**src/sv/pwolt_pkg.sv**
```systemverilog
`timescale 1ns / 1ps

package pwolt_pkg;

    // Default timer width; every duration register is TIMER_BITS wide, which defaults to this.
    localparam int TIMER_BITS_DEF = 17;

    // Bits per byte, and the width of the bit counter across both bytes.
    localparam int BITS_PER_BYTE = 8;
    localparam int WORD_BITS     = 2 * BITS_PER_BYTE;
    localparam int BIT_IDX_BITS  = $clog2(WORD_BITS);

    // Configuration register indexes
    localparam int CFG_IDX_BITS = 3;
    localparam logic [CFG_IDX_BITS-1:0] REG_START_LOW = 3'd0;
    localparam logic [CFG_IDX_BITS-1:0] REG_LONG      = 3'd1;
    localparam logic [CFG_IDX_BITS-1:0] REG_SHORT     = 3'd2;
    localparam logic [CFG_IDX_BITS-1:0] REG_GAP_HIGH  = 3'd3;
    localparam logic [CFG_IDX_BITS-1:0] REG_TAIL_HIGH = 3'd4;

    // Reset values of the duration registers, in ticks
    localparam int RST_START_LOW = 5000;
    localparam int RST_LONG      = 600;
    localparam int RST_SHORT     = 200;
    localparam int RST_GAP_HIGH  = 2000;
    localparam int RST_TAIL_HIGH = 100000;

    // Output word layout
    localparam int OUT_BYTES = 1;

    // Item kind after classification
    typedef enum logic
    {
        OP_TICK = 1'b0,
        OP_SEND = 1'b1
    } op_t;

    typedef struct packed
    {
        op_t                  op;
        logic [WORD_BITS-1:0] word;
    } item_t;

endpackage

```
**src/sv/pulse_width_one_line_tx.sv**
```systemverilog
`timescale 1ns / 1ps

// Single-wire pulse-width command transmitter. A send word (tuser = 1) loads
// a 16-bit command and starts a frame on a line that idles high; tick words
// (tuser = 0) advance time by one unit. Each byte goes out high byte first:
// the line is low for start_low_ticks, then eight bits LSB first, a 1 as
// long high + short low and a 0 as short high + long low. Between the two
// bytes the line is held high for gap_high_ticks, after the second byte for
// tail_high_ticks, and then the block is idle. A send while busy is ignored.
// Every input word yields exactly one result word: line level, busy,
// accepted and done flags. Throughput is one word per clock unless the
// result side stalls; a word passes the front queue, then the output
// register. The queue (two entries) and the output register let the two
// stream sides stall independently. Durations must be written through the
// cfg port only while no frame is in progress, which the block does not enforce.
module pulse_width_one_line_tx
#(
    parameter int TIMER_BITS = pwolt_pkg::TIMER_BITS_DEF
)
(
    input  logic                                clk,
    input  logic                                rst_n,
    // Duration registers, in ticks: 0 start low, 1 long, 2 short,
    // 3 gap high, 4 tail high
    input  logic                                cfg_we,
    input  logic [pwolt_pkg::CFG_IDX_BITS-1:0]  cfg_index,
    input  logic [TIMER_BITS-1:0]               cfg_data,
    // Input stream
    input  logic                                s_tvalid,
    output logic                                s_tready,
    input  logic [pwolt_pkg::WORD_BITS-1:0]     s_tdata,   // [15:0] word
    input  logic                                s_tuser,   // [0] cmd: 0 tick, 1 send
    // Result stream
    output logic                                m_tvalid,
    input  logic                                m_tready,
    // [0] line_level, [1] busy_res, [2] accepted, [3] done_res, [7:4] zero
    output logic [8*pwolt_pkg::OUT_BYTES-1:0]   m_tdata
);

    logic             q_valid;
    logic             q_pop;
    pwolt_pkg::item_t q_item;

    // Front: accept and classify, queue for the sequencer
    pwolt_front u_front
    (
        .clk      (clk),
        .rst_n    (rst_n),
        .s_tvalid (s_tvalid),
        .s_tready (s_tready),
        .s_tdata  (s_tdata),
        .s_tuser  (s_tuser),
        .q_valid  (q_valid),
        .q_pop    (q_pop),
        .q_item   (q_item)
    );

    // Back: step the frame sequencer and register each result
    pwolt_back
    #(
        .TIMER_BITS (TIMER_BITS)
    )
    u_back
    (
        .clk       (clk),
        .rst_n     (rst_n),
        .cfg_we    (cfg_we),
        .cfg_index (cfg_index),
        .cfg_data  (cfg_data),
        .q_valid   (q_valid),
        .q_pop     (q_pop),
        .q_item    (q_item),
        .m_tvalid  (m_tvalid),
        .m_tready  (m_tready),
        .m_tdata   (m_tdata)
    );

endmodule

```
**src/sv/pwolt_front.sv**
```systemverilog
`timescale 1ns / 1ps

// Accept input words, classify them as tick or send, and hold them in a
// two-entry queue for the sequencer.
module pwolt_front
(
    input  logic                                   clk,
    input  logic                                   rst_n,
    input  logic                                   s_tvalid,
    output logic                                   s_tready,
    input  logic [pwolt_pkg::WORD_BITS-1:0]        s_tdata,
    input  logic                                   s_tuser,
    output logic                                   q_valid,
    input  logic                                   q_pop,
    output pwolt_pkg::item_t                       q_item
);

    pwolt_pkg::item_t entry_reg [2];
    logic       wr_ptr_reg;
    logic       wr_ptr_next;
    logic       rd_ptr_reg;
    logic       rd_ptr_next;
    logic [1:0] count_reg;
    logic [1:0] count_next;
    logic       push;
    logic       pop;
    pwolt_pkg::item_t in_item;

    always_comb
    begin
        in_item.op   = s_tuser ? pwolt_pkg::OP_SEND : pwolt_pkg::OP_TICK;
        in_item.word = s_tdata;
    end

    assign s_tready = (count_reg != 2'd2);
    assign q_valid  = (count_reg != 2'd0);
    assign q_item   = entry_reg[rd_ptr_reg];
    assign push     = s_tvalid && s_tready;
    assign pop      = q_pop && q_valid;

    always_comb
    begin
        wr_ptr_next = push ? ~wr_ptr_reg : wr_ptr_reg;
        rd_ptr_next = pop ? ~rd_ptr_reg : rd_ptr_reg;
        count_next  = count_reg + {1'b0, push} - {1'b0, pop};
    end

    always_ff @(posedge clk or negedge rst_n)
    begin
        if (!rst_n)
        begin
            wr_ptr_reg <= 1'b0;
            rd_ptr_reg <= 1'b0;
            count_reg  <= 2'd0;
        end
        else
        begin
            wr_ptr_reg <= wr_ptr_next;
            rd_ptr_reg <= rd_ptr_next;
            count_reg  <= count_next;
        end
    end

    always_ff @(posedge clk)
    begin
        if (push)
        begin
            entry_reg[wr_ptr_reg] <= in_item;
        end
    end

endmodule

```
**src/sv/pwolt_back.sv**
```systemverilog
`timescale 1ns / 1ps

// Line sequencer: hold the duration registers, step the frame one item at a
// time and register the result word.
module pwolt_back
#(
    parameter int TIMER_BITS = pwolt_pkg::TIMER_BITS_DEF
)
(
    input  logic                                 clk,
    input  logic                                 rst_n,
    input  logic                                 cfg_we,
    input  logic [pwolt_pkg::CFG_IDX_BITS-1:0]   cfg_index,
    input  logic [TIMER_BITS-1:0]                cfg_data,
    input  logic                                 q_valid,
    output logic                                 q_pop,
    input  pwolt_pkg::item_t                     q_item,
    output logic                                 m_tvalid,
    input  logic                                 m_tready,
    output logic [8*pwolt_pkg::OUT_BYTES-1:0]    m_tdata
);

    typedef enum logic [2:0]
    {
        PH_IDLE  = 3'd0,
        PH_START = 3'd1,
        PH_BITHI = 3'd2,
        PH_BITLO = 3'd3,
        PH_GAP   = 3'd4,
        PH_TAIL  = 3'd5
    } phase_t;

    localparam int BIB = pwolt_pkg::BIT_IDX_BITS;

    logic [TIMER_BITS-1:0] start_low_reg;
    logic [TIMER_BITS-1:0] long_reg;
    logic [TIMER_BITS-1:0] short_reg;
    logic [TIMER_BITS-1:0] gap_high_reg;
    logic [TIMER_BITS-1:0] tail_high_reg;

    phase_t                          phase_reg;
    phase_t                          phase_next;
    logic [pwolt_pkg::WORD_BITS-1:0] shift_reg;
    logic [pwolt_pkg::WORD_BITS-1:0] shift_next;
    logic [BIB-1:0]                  bit_idx_reg;
    logic [BIB-1:0]                  bit_idx_next;
    logic [BIB-1:0]                  bit_idx_inc;
    logic [TIMER_BITS-1:0]           time_reg;
    logic [TIMER_BITS-1:0]           time_next;
    logic                            line_reg;
    logic                            line_next;

    logic                            out_valid_reg;
    logic [8*pwolt_pkg::OUT_BYTES-1:0] out_data_reg;
    logic [8*pwolt_pkg::OUT_BYTES-1:0] out_data_next;

    logic cur_bit;
    logic inc_bit;
    logic accepted;
    logic done;

    // Bit numbers 0..7 are the high byte, LSB first; flipping the top index
    // bit maps a bit number onto its position in the word.
    assign cur_bit = shift_reg[{~bit_idx_reg[BIB-1], bit_idx_reg[BIB-2:0]}];
    assign inc_bit = shift_reg[{~bit_idx_inc[BIB-1], bit_idx_inc[BIB-2:0]}];
    assign bit_idx_inc = bit_idx_reg + {{(BIB-1){1'b0}}, 1'b1};

    assign q_pop    = q_valid && (!out_valid_reg || m_tready);
    assign m_tvalid = out_valid_reg;
    assign m_tdata  = out_data_reg;

    always_comb
    begin
        phase_next   = phase_reg;
        shift_next   = shift_reg;
        bit_idx_next = bit_idx_reg;
        time_next    = time_reg;
        line_next    = line_reg;
        accepted     = 1'b0;
        done         = 1'b0;

        if (q_pop)
        begin
            if (q_item.op == pwolt_pkg::OP_SEND)
            begin
                if (phase_reg == PH_IDLE)
                begin
                    shift_next   = q_item.word;
                    bit_idx_next = '0;
                    phase_next   = PH_START;
                    time_next    = start_low_reg;
                    line_next    = 1'b0;
                    accepted     = 1'b1;
                end
            end
            else if (phase_reg != PH_IDLE)
            begin
                if (time_reg <= TIMER_BITS'(1))
                begin
                    unique case (phase_reg)
                        PH_START:
                        begin
                            phase_next = PH_BITHI;
                            time_next  = cur_bit ? long_reg : short_reg;
                            line_next  = 1'b1;
                        end
                        PH_BITHI:
                        begin
                            phase_next = PH_BITLO;
                            time_next  = cur_bit ? short_reg : long_reg;
                            line_next  = 1'b0;
                        end
                        PH_BITLO:
                        begin
                            bit_idx_next = bit_idx_inc;
                            line_next    = 1'b1;
                            if (bit_idx_inc == BIB'(pwolt_pkg::BITS_PER_BYTE))
                            begin
                                phase_next = PH_GAP;
                                time_next  = gap_high_reg;
                            end
                            else if (bit_idx_inc == '0)
                            begin
                                phase_next = PH_TAIL;
                                time_next  = tail_high_reg;
                            end
                            else
                            begin
                                phase_next = PH_BITHI;
                                time_next  = inc_bit ? long_reg : short_reg;
                            end
                        end
                        PH_GAP:
                        begin
                            phase_next = PH_START;
                            time_next  = start_low_reg;
                            line_next  = 1'b0;
                        end
                        PH_TAIL:
                        begin
                            phase_next   = PH_IDLE;
                            time_next    = '0;
                            line_next    = 1'b1;
                            bit_idx_next = '0;
                            done         = 1'b1;
                        end
                        default:
                        begin
                            phase_next   = PH_IDLE;
                            time_next    = '0;
                            line_next    = 1'b1;
                            bit_idx_next = '0;
                        end
                    endcase
                end
                else
                begin
                    time_next = time_reg - TIMER_BITS'(1);
                end
            end
        end

        out_data_next = '0;
        out_data_next[0] = line_next;
        out_data_next[1] = (phase_next != PH_IDLE);
        out_data_next[2] = accepted;
        out_data_next[3] = done;
    end

    always_ff @(posedge clk or negedge rst_n)
    begin
        if (!rst_n)
        begin
            start_low_reg <= TIMER_BITS'(pwolt_pkg::RST_START_LOW);
            long_reg      <= TIMER_BITS'(pwolt_pkg::RST_LONG);
            short_reg     <= TIMER_BITS'(pwolt_pkg::RST_SHORT);
            gap_high_reg  <= TIMER_BITS'(pwolt_pkg::RST_GAP_HIGH);
            tail_high_reg <= TIMER_BITS'(pwolt_pkg::RST_TAIL_HIGH);
            phase_reg     <= PH_IDLE;
            shift_reg     <= '0;
            bit_idx_reg   <= '0;
            time_reg      <= '0;
            line_reg      <= 1'b1;
            out_valid_reg <= 1'b0;
            out_data_reg  <= '0;
        end
        else
        begin
            if (cfg_we)
            begin
                unique case (cfg_index)
                    pwolt_pkg::REG_START_LOW: start_low_reg <= cfg_data;
                    pwolt_pkg::REG_LONG:      long_reg      <= cfg_data;
                    pwolt_pkg::REG_SHORT:     short_reg     <= cfg_data;
                    pwolt_pkg::REG_GAP_HIGH:  gap_high_reg  <= cfg_data;
                    pwolt_pkg::REG_TAIL_HIGH: tail_high_reg <= cfg_data;
                    default:
                    begin
                    end
                endcase
            end
            phase_reg   <= phase_next;
            shift_reg   <= shift_next;
            bit_idx_reg <= bit_idx_next;
            time_reg    <= time_next;
            line_reg    <= line_next;
            if (q_pop)
            begin
                out_valid_reg <= 1'b1;
                out_data_reg  <= out_data_next;
            end
            else if (m_tready)
            begin
                out_valid_reg <= 1'b0;
            end
        end
    end

endmodule

```
**config.mk**
```make
export PLATFORM = sky130hd
export DESIGN_NAME = pulse_width_one_line_tx
export DESIGN_NICKNAME = d
export VERILOG_FILES = /design/src/sv/pwolt_pkg.sv /design/src/sv/pulse_width_one_line_tx.sv /design/src/sv/pwolt_front.sv /design/src/sv/pwolt_back.sv
export SDC_FILE = /design/constraint.sdc
export NUM_CORES = 1
export LEC_CHECK = 0
export BUFFER_PORTS_ARGS = -buffer_cell sky130_fd_sc_hd__buf_2
export CORE_ASPECT_RATIO = 1.2
export CORE_UTILIZATION = 55
export CTS_CLUSTER_DIAMETER = 100
export DETAILED_ROUTE_END_ITERATION = 8
export PLACE_DENSITY_LB_ADDON = 0.2
export REMOVE_ABC_BUFFERS = 1
export SLEW_MARGIN = 10
export SYNTH_ARGS = -nofsm -noshare
export SYNTH_HDL_FRONTEND = slang
export SYNTH_HIERARCHICAL = 1
export SYNTH_SLANG_ARGS = --single-unit
export TNS_END_PERCENT = 30
```
**constraint.sdc**
```tcl
create_clock -name clk -period 2.9 [get_ports clk]
set_clock_uncertainty 0.05 [all_clocks]
set_input_delay 0.435 -clock clk [delete_from_list [all_inputs] [get_ports clk]]
set_output_delay 0.435 -clock clk [all_outputs]
set_load 0.01 [all_outputs]
```
After elaboration in Yosys (flattened, before gate mapping)
Memories as Yosys holds them, arrays and structs flattened. Index checks and enable logic that the tools add are counted.

$add $sub $neg: 4. $mul: 0. Div/mod/pow operators: 0. Magnitude comparators: 3. Eq/ne operators: 13. Shifts and indexed selects: 0. Multiplexer cells: 44. Bitwise gates (word level): 4. Reduce and logical (&&, ||, !) cells: 24.

Operators with widths (number): $mux W17 (9); $pmux W17 S4 (1); $mux W3 (7); $mux W1 (19); $le A17 B1 Y1 const B (1); $sub A17 B1 Y17 const B (1); $mux W4 (4); $eq A3 B2 Y1 const B (4); $pmux W3 S4 (1); $lt A4 B5 Y1 const B (2); $reduce_and A2 Y1 (5); $eq A3 B3 Y1 const B (3); $bmux W1 S4 (2); $pmux W4 S2 (1); $reduce_bool A2 Y1 (4); $eq A3 B1 Y1 const B (2); $logic_not A3 Y1 (2); $reduce_and A3 Y1 (2); $reduce_bool A3 Y1 (2); $reduce_and A5 Y1 (1); $add A4 B1 Y4 const B (1); $eq A4 B4 Y1 const B (1); $logic_not A4 Y1 (1); $ne A2 B1 Y1 const B (2); other kinds (9) (14).

Bits in registers: 135. Latch bits: 0. RAM bits: 34. ROM bits: 0. Input bits: 42. Logic and storage cells: 108. Memories kept: 1.

Memories: u_front.entry_reg (depth 2, bits a word 17, read ports 1, clocked after Yosys merged registers in 0, wr ports 1, RTL line pwolt_front.sv:18) `pwolt_pkg::item_t entry_reg [2];`.

Depth between registers and ports, before layout
Gate-level depths: netlist (run 1).

Depth after elaboration: 11. Mapped depth: 12. Gate-level depth less buffers: 8.

By module
Netlist (run 1), hierarchy kept.

Modules (own cells, without submodules): pwolt_back (times used 1, cells each 674, area an instance 7248.2 µm², seq. area each 3309.4 µm²); pwolt_front (times used 1, cells each 75, area an instance 1457.6 µm², seq. area each 1121.1 µm²).

Least setup slack after synthesis (run 1)
Ideal clock, no wire load.

Kind: register -> register. Start point: reg u_front.rd_ptr_reg. End point: reg u_back.time_reg[9]. Arrival time: 2.594 ns. Required time: 2.724 ns. Path slack: 0.130 ns. Cell stages (with the launch flop): 12. Buffers on the path: 5. Clock period less this slack: 2.770 ns. Cells stage by stage: dfrtp_1 buf_2 mux2_2 clkbuf_1 inv_1 clkbuf_1 ha_1 and3_1 clkbuf_1 clkbuf_1 o21ai_0 a221o_1.

RTL lines: start: declaration (RTL line pwolt_front.sv:21) `logic rd_ptr_reg;`; start signal: assignment (RTL line pwolt_front.sv:59) `rd_ptr_reg <= rd_ptr_next;`; end signal: assignment (RTL line pwolt_back.sv:205) `time_reg <= time_next;`; end: declaration (RTL line pwolt_back.sv:48) `logic [TIMER_BITS-1:0] time_reg;`.

Final worst setup path (run 1)
Start point: reg u_back.time_reg[11]. End point: reg u_back.time_reg[5].

Longest elaborated chain between the ends: 4.

Ends and longest elaborated chain: $le A17 B1 Y1 (RTL line pwolt_back.sv:98) `if (time_reg <= TIMER_BITS'(1))`; $mux W17 (RTL line pwolt_back.sv:98); $mux W17 (RTL line pwolt_back.sv:96) `else if (phase_reg != PH_IDLE)`; $mux W17 (RTL line pwolt_back.sv:84) `if (q_item.op == pwolt_pkg::OP_SEND)`.

Every way passes these cells. The select of a mux whose other input is x is not followed. A chain may end at the register's enable or synchronous reset.

==> impl_metrics.json, run 1 <==
{
  "synth-seq-cells": 169,
  "antenna_cells_inserted": 0,
  "grt_pass1_wl_um": 35800,
  "crit_slowest_cell": "or4b_4",
  "cp_top_family": "simple AND/OR/NAND/NOR gates",
  "cpPeakStageDelay_ps": 570,
  "grt_pass1_vias": 6929,
  "criticalPathCategory": "flip-flop to flip-flop",
  "hpwlAfterDp_um": 15400,
  "muxShareOfSynthArea_pct": 20.6,
  "drt_wl_total_um": 22200,
  "synth_edf_count": 34,
  "slew_violations": 0,
  "end_kind": "flip-flop",
  "synthAdderAreaFrac_pct": 1.01,
  "synth_top_family_by_area": "multiplexers",
  "post-route-period-util_pct": 96.1,
  "max_freq_mhz": 359,
  "crit_chain": "or4_4, or4b_4, nor2_2, buf_4, nor2_1, a22oi_1, nand3_1, o221a_2",
  "synth.area.top_cells": "dfrtp_1, mux2_2, edfxtp_1",
  "cts_tree": "built",
  "final_nets": 880,
  "num_io_pins": 52,
  "hold_viol": 0,
  "synth_cells": 749,
  "final_util_pct": 64.9,
  "overflow": 0,
  "cts.sinks": 169,
  "setup_viol": 0,
  "hold_path.class": "primary input to flip-flop",
  "cts_buffers": 17,
  "slew_headroom_pct": 44.9,
  "start_kind": "flip-flop",
  "synth_top_area_share_pct": 31.6,
  "ys_warn_count": 6,
  "grt_max_degree": 68,
  "synth_ff_type": "dfrtp_1",
  "synth_compound_area_share_pct": 12.5,
  "area_growth_pct": 15.7,
  "syn_area_um2": 8710,
  "grt_antenna_before_repair": 1,
  "top_layer": "met5",
  "path_buf_inv": 1,
  "synth_xor_area_share_pct": 1.49,
  "rsz0062_at_grt": "no",
  "firstDrtPassIters": 6,
  "met3WireLength_um": 1210,
  "htree_levels": 4,
  "met2_length_um": 11900,
  "drt-met1-wl_um": 8410,
  "worst_slew_pin_slew_ps": 826,
  "via_count": 6685,
  "clock_latency_ps": 430,
  "synth_cell_types": 78,
  "syn_avg_cell_area_um2": 11.6,
  "period_minus_slack_ps": 2790,
  "drv_cap": 0,
  "root_buffer": "clkbuf_16",
  "die_h_um": 140,
  "tns_ps": 0,
  "initial_utilization_pct": 56.1,
  "yosys.area_share.simple_pct": 11.0,
  "drtIter0Drc": 547,
  "numPortBuffers": 47,
  "dp_slack_ps": 121,
  "die-width_um": 117,
  "drive_gt1_share_pct": 35.3,
  "required_ps": 3170,
  "arrival_ps": 3050,
  "globalplace.congestion": 0.949,
  "fin_ws_ps": 112,
  "core_area_um2": 15500,
  "drc": 0,
  "p_leak_uw": 0.00408,
  "outcome": "finished, final reports clean",
  "irDropWorstVdd_v": 0.000510,
  "grtUsageTotal_pct": 29.2,
  "fill_cells": 1243,
  "dieArea_um2": 16300,
  "largest_register_ffs": 34,
  "avgRoutedWirePerCell_um": 21.1,
  "async_flop_share_pct": 79.9,
  "clkTransAtPathRegs_ps": 70,
  "fp-row-count": 50,
  "synth_top_area_cell": "dfrtp_1",
  "worst-path-max-fanout": 11,
  "powerDensity_nw_per_um2": 937,
  "clockBufferDepth": 2,
  "yosysSeqAreaShare_pct": 50.9,
  "via_per_inst": 6.35,
  "route.antenna.remaining_nets": 0
}
-- cells by family after synthesis --
group           Yosys count
simple gates            195
flops                   169
compound gates          156
mux                     156
buf+inv                  51
xor+xnor                 14
fa+ha+maj                 7
other cells               1
-- worst register-to-register path, cell delays in order, from the launching register on --
cell     delay (ps)
dfrtp_1         410
or4_4           560
or4b_4          570
nor2_2          140
buf_4           220
nor2_1          140
a22oi_1         230
nand3_1         100
o221a_2         260
-- power by group --
group / internal (µW) / switching [µW] / total, µW
Sequential: 3170 / 560 / 3730
Combinational: 1670 / 1850 / 3510
Clock: 1200 / 995 / 2200
Total: 6040 / 3400 / 9440
-- placed cells by master (no fill, tap or decap), drive strengths merged, types with 15 or more instances in the layout --
master  netlist  routed
o21ai        49      49
nand2        62      62
edfxtp       34      34
dfrtp       110     110
a21oi        18      18
nand3        16      16
dfstp        25      25
nor2         49      49
mux2        117     117
a22oi        15      15
buf          12     100
nor3         18      18
inv           9      15
mux2i        33      33
clkbuf       29      18
-- through the flow --
stage | cells | power [µW] | instance area [µm²] | hold slack (ps)
final | 1052 | 9440 | 10100 | 133
after global routing | 1052 | 9930 | 10100 | 121
after CTS | 1050 | 9380 | 10000 | 123
after detailed placement | 1017 | 7140 | 9460 | 438
after global placement | 1017 | 6980 | 9460 | 424
after floorplan | 711 | 5890 | 8540 | 89.4
-- synth_stat cells, types with 4 or more instances --
cell type / n
a211oi_1: 6
a21oi_1: 18
a221oi_1: 9
a222oi_1: 9
a22oi_1: 15
a31oi_1: 4
and3_1: 4
buf_2: 7
buf_4: 5
clkbuf_1: 29
dfrtp_1: 110
dfstp_2: 25
edfxtp_1: 34
ha_1: 7
inv_1: 9
mux2_2: 117
mux2i_1: 32
mux4_2: 6
nand2_1: 62
nand2b_1: 10
nand3_1: 16
nand4_1: 4
nor2_1: 48
nor3_1: 18
nor4_1: 5
o211ai_1: 6
o21ai_0: 28
o21ai_1: 21
xnor2_1: 9
xor2_1: 4
-- area by class of cell --
type	instances	area (µm²)	area share, %
Multi-Input combinational cell	532	4090	40.6
Timing Repair Buffer	101	687	6.82
Tap cell	208	260	2.58
Clock inverter	14	139	1.38
Clock buffer	18	429	4.26
Sequential cell	169	4430	44.0
Inverter	10	37.5	0.373
-- metal layers --
layer	vias to the layer above	GRT usage (%)
met5	-	0
met2	283	52.2
met1	3366	33.1
li1	2971	-
met4	2	12.9
met3	63	5.53
-- what timing repair did --
item                                   in CTS  in global routing
buffers inserted                            0                  2
endpoints found under the hold margin      52                  0
resized for setup                           0                  5
hold buffers                                1                  0
setup endpoints to repair                   0                  7
-- path summary, 6_finish.rpt --
path,cells past startpoint,slack [ps],from,to
max,8,110,u_back/time_reg[11],u_back/time_reg[5]
min,1,130,s_tdata[6],u_front/entry_reg[0][6]
max reg2reg,8,110,u_back/time_reg[11],u_back/time_reg[5]
min reg2reg,1,460,u_front/wr_ptr_reg,u_front/wr_ptr_reg
max in group asynchronous,3,1420,rst_n,u_back/tail_high_reg[5]
min in group asynchronous,2,530,rst_n,u_back/long_reg[13]
Note: power is estimated with default switching activity, not from simulation.
==> run 2: changes to the inputs <==
- SYNTH_HIERARCHICAL: 1 -> not set
==> run 2 against run 1 <==
The run now ends with setup timing left. Routed wire length grew 13%. Utilization grew 0.80 points. Register-to-register slack lost 230 ps. Critical path depth grew 1. Via count grew 9.6%. Critical path type unchanged.
==> impl_metrics.json, run 2 <==
{
  "p_leak_uw": 0.00439,
  "area_growth_pct": 16.3,
  "criticalPathCategory": "flip-flop to flip-flop",
  "globalplace.congestion": 0.913,
  "drt_wl_total_um": 25200,
  "rsz0062_at_grt": "yes",
  "synth_cells": 853,
  "worst-path-max-fanout": 3,
  "hold_path.class": "primary input to flip-flop",
  "antenna_cells_inserted": 0,
  "grt_antenna_before_repair": 0,
  "clockBufferDepth": 2,
  "synth_ff_type": "dfrtp_1",
  "start_kind": "flip-flop",
  "drive_gt1_share_pct": 31.2,
  "num_io_pins": 52,
  "die_h_um": 144,
  "end_kind": "flip-flop",
  "ys_warn_count": 0,
  "r2r-start": "u_back.phase_reg[1]",
  "powerDensity_nw_per_um2": 927,
  "die-width_um": 120,
  "outcome": "complete, but fails checks",
  "drtIter0Drc": 636,
  "cts_buffers": 17,
  "slew_headroom_pct": 50.8,
  "yosysSeqAreaShare_pct": 48.2,
  "via_per_inst": 6.36,
  "synth.area.top_cells": "dfrtp_1, edfxtp_1, mux2_2",
  "grt_pass1_wl_um": 40100,
  "final_common_cell": "dfrtp_1",
  "root_buffer": "clkbuf_16",
  "final_cells": 1152,
  "largest_register_ffs": 34,
  "slew_violations": 0,
  "clock_latency_ps": 440,
  "placed_cells": 1114,
  "syn_area_um2": 9200,
  "period_minus_slack_ps": 3020,
  "cts_tree": "built",
  "grt_pass1_vias": 7727,
  "hold_viol": 0,
  "synth_cell_types": 70,
  "numPortBuffers": 47,
  "irDropWorstVdd_v": 0.000557,
  "drv_cap": 0,
  "final_nets": 976,
  "synth_top_area_cell": "dfrtp_1",
  "hold_end": "u_front.entry_reg[1][4]",
  "grt_max_degree": 74,
  "fp-row-count": 51,
  "avgRoutedWirePerCell_um": 21.8,
  "initial_utilization_pct": 56.5,
  "worstHoldStart": "s_tdata[4]",
  "async_flop_share_pct": 79.9,
  "synth_xor_area_share_pct": 0.952,
  "required_ps": 3210,
  "syn_avg_cell_area_um2": 10.8,
  "synth.most_common_cell": "dfrtp_1",
  "muxShareOfSynthArea_pct": 19.1,
  "worst_slew_pin_slew_ps": 738,
  "arrival_ps": 3330,
  "hold_depth": 1,
  "post-route-period-util_pct": 104,
  "worst_r2r_path_depth": 9,
  "synth_top_area_share_pct": 29.9,
  "cts.sinks": 169,
  "clkTransAtPathRegs_ps": 70,
  "htree_levels": 4,
  "layout_common_cells": "dfrtp_1, mux2_2, nand2_1",
  "firstDrtPassIters": 5,
  "setup_viol": 5,
  "yosys.area_share.simple_pct": 11.4,
  "violations": "setup timing",
  "max_freq_mhz": 331,
  "synthAdderAreaFrac_pct": 0.952,
  "core_area_um2": 16300,
  "synth-seq-cells": 169,
  "regToRegEndpoint": "u_back.time_reg[11]",
  "reg2reg_slack_ps": -120,
  "synth_top_family_by_area": "multiplexers",
  "via_count": 7329,
  "hpwlAfterDp_um": 17100,
  "synth_edf_count": 34,
  "fin_ws_ps": -120,
  "synth_compound_area_share_pct": 15.8,
  "route.antenna.remaining_nets": 0,
  "overflow": 0,
  "dp_slack_ps": -289,
  "synthTopCellsByCount": "dfrtp_1, mux2_2, nand2_1, o21ai_0, mux2i_1",
  "grtUsageTotal_pct": 30.7,
  "drc": 0,
  "dieArea_um2": 17200
}
-- run 2: routing by layer --
| metal | up-vias | GRT usage (%) | share of wire, % |
|---|---|---|---|
| li1 | 3336 | - | - |
| met1 | 3660 | 36.6 | 40 |
| met2 | 263 | 53.4 | 52 |
| met3 | 70 | 4.40 | 4.4 |
| met4 | 0 | 16.8 | 4.0 |
| met5 | - | 0 | 0 |
-- run 2: kinds of logic (layout without fill, tap and decap cells) --
| kind of cell | after synthesis | count (layout) |
|---|---|---|
| buffers and inverters | 79 | 163 |
| DFF | 169 | 169 |
| AOI/OAI and AO/OA | 224 | 224 |
| xor gates and xnor gates | 10 | 10 |
| other | 1 | 4 |
| and+or+nand+nor | 209 | 209 |
| adders and majority gates | 7 | 7 |
| muxes | 154 | 154 |
-- run 2: report_power, final --
| part | internal, µW | switching (µW) |
|---|---|---|
| combinational | 1700 | 2170 |
| sequential | 3160 | 556 |
| clock | 1360 | 978 |
-- run 2: cell type report --
| class | count | area [µm²] |
|---|---|---|
| clock inverters | 14 | 171 |
| multi-input cells | 608 | 4570 |
| well taps | 212 | 265 |
| repair buffers | 111 | 752 |
| flip-flops and latches | 169 | 4430 |
| inverters | 20 | 75.1 |
| clock buffers | 18 | 429 |
| fillers | 1284 | 5570 |
-- run 2: how the worst max path moves through the flow --
| stage | from | to | cells past startpoint |
|---|---|---|---|
| 2_1_floorplan | u_front.rd_ptr_reg | u_back.time_reg[5] | 8 |
| 5_1_grt | u_back.phase_reg[1] | u_back.time_reg[7] | 9 |
| 6_report | u_back.phase_reg[1] | u_back.time_reg[11] | 9 |
| 4_1_cts | u_back.phase_reg[1] | u_back.time_reg[11] | 9 |
| 3_3_place_gp | u_back.phase_reg[2] | u_back.time_reg[5] | 9 |
| 3_5_place_dp | u_back.phase_reg[2] | u_back.time_reg[11] | 9 |
-- run 2: critical path: stages (launching register included) --
cell and delay (ps):
dfrtp_1 390, or3_4 390, inv_2 70, ha_4 190
or3_4 380, or4_4 520, buf_6 150, or4_4 470
a211o_1 240, nand4_1 80
-- run 2: through the flow --
step	cell area [µm²]	util, %	total power [µW]	hold WS (ps)	TNS, ps
after floorplan	8950	-	6050	89.4	-71210
after global placement	9920	61.0	7280	416	-1150
after detailed placement	9920	61.0	7410	413	-1480
after CTS	10600	65.3	9850	125	-558
after global routing	10700	65.7	10400	126	-638
final	10700	65.7	9920	135	-314
-- run 2: what timing repair did --
item | CTS | global route
pin swaps | 13 | 3
hold buffers | 1 | 0
hold endpoints to repair | 2 | 0
gates cloned | 0 | 0
setup endpoints to repair | 8 | 10
resized for setup | 19 | 8
setup buffers | 3 | 2
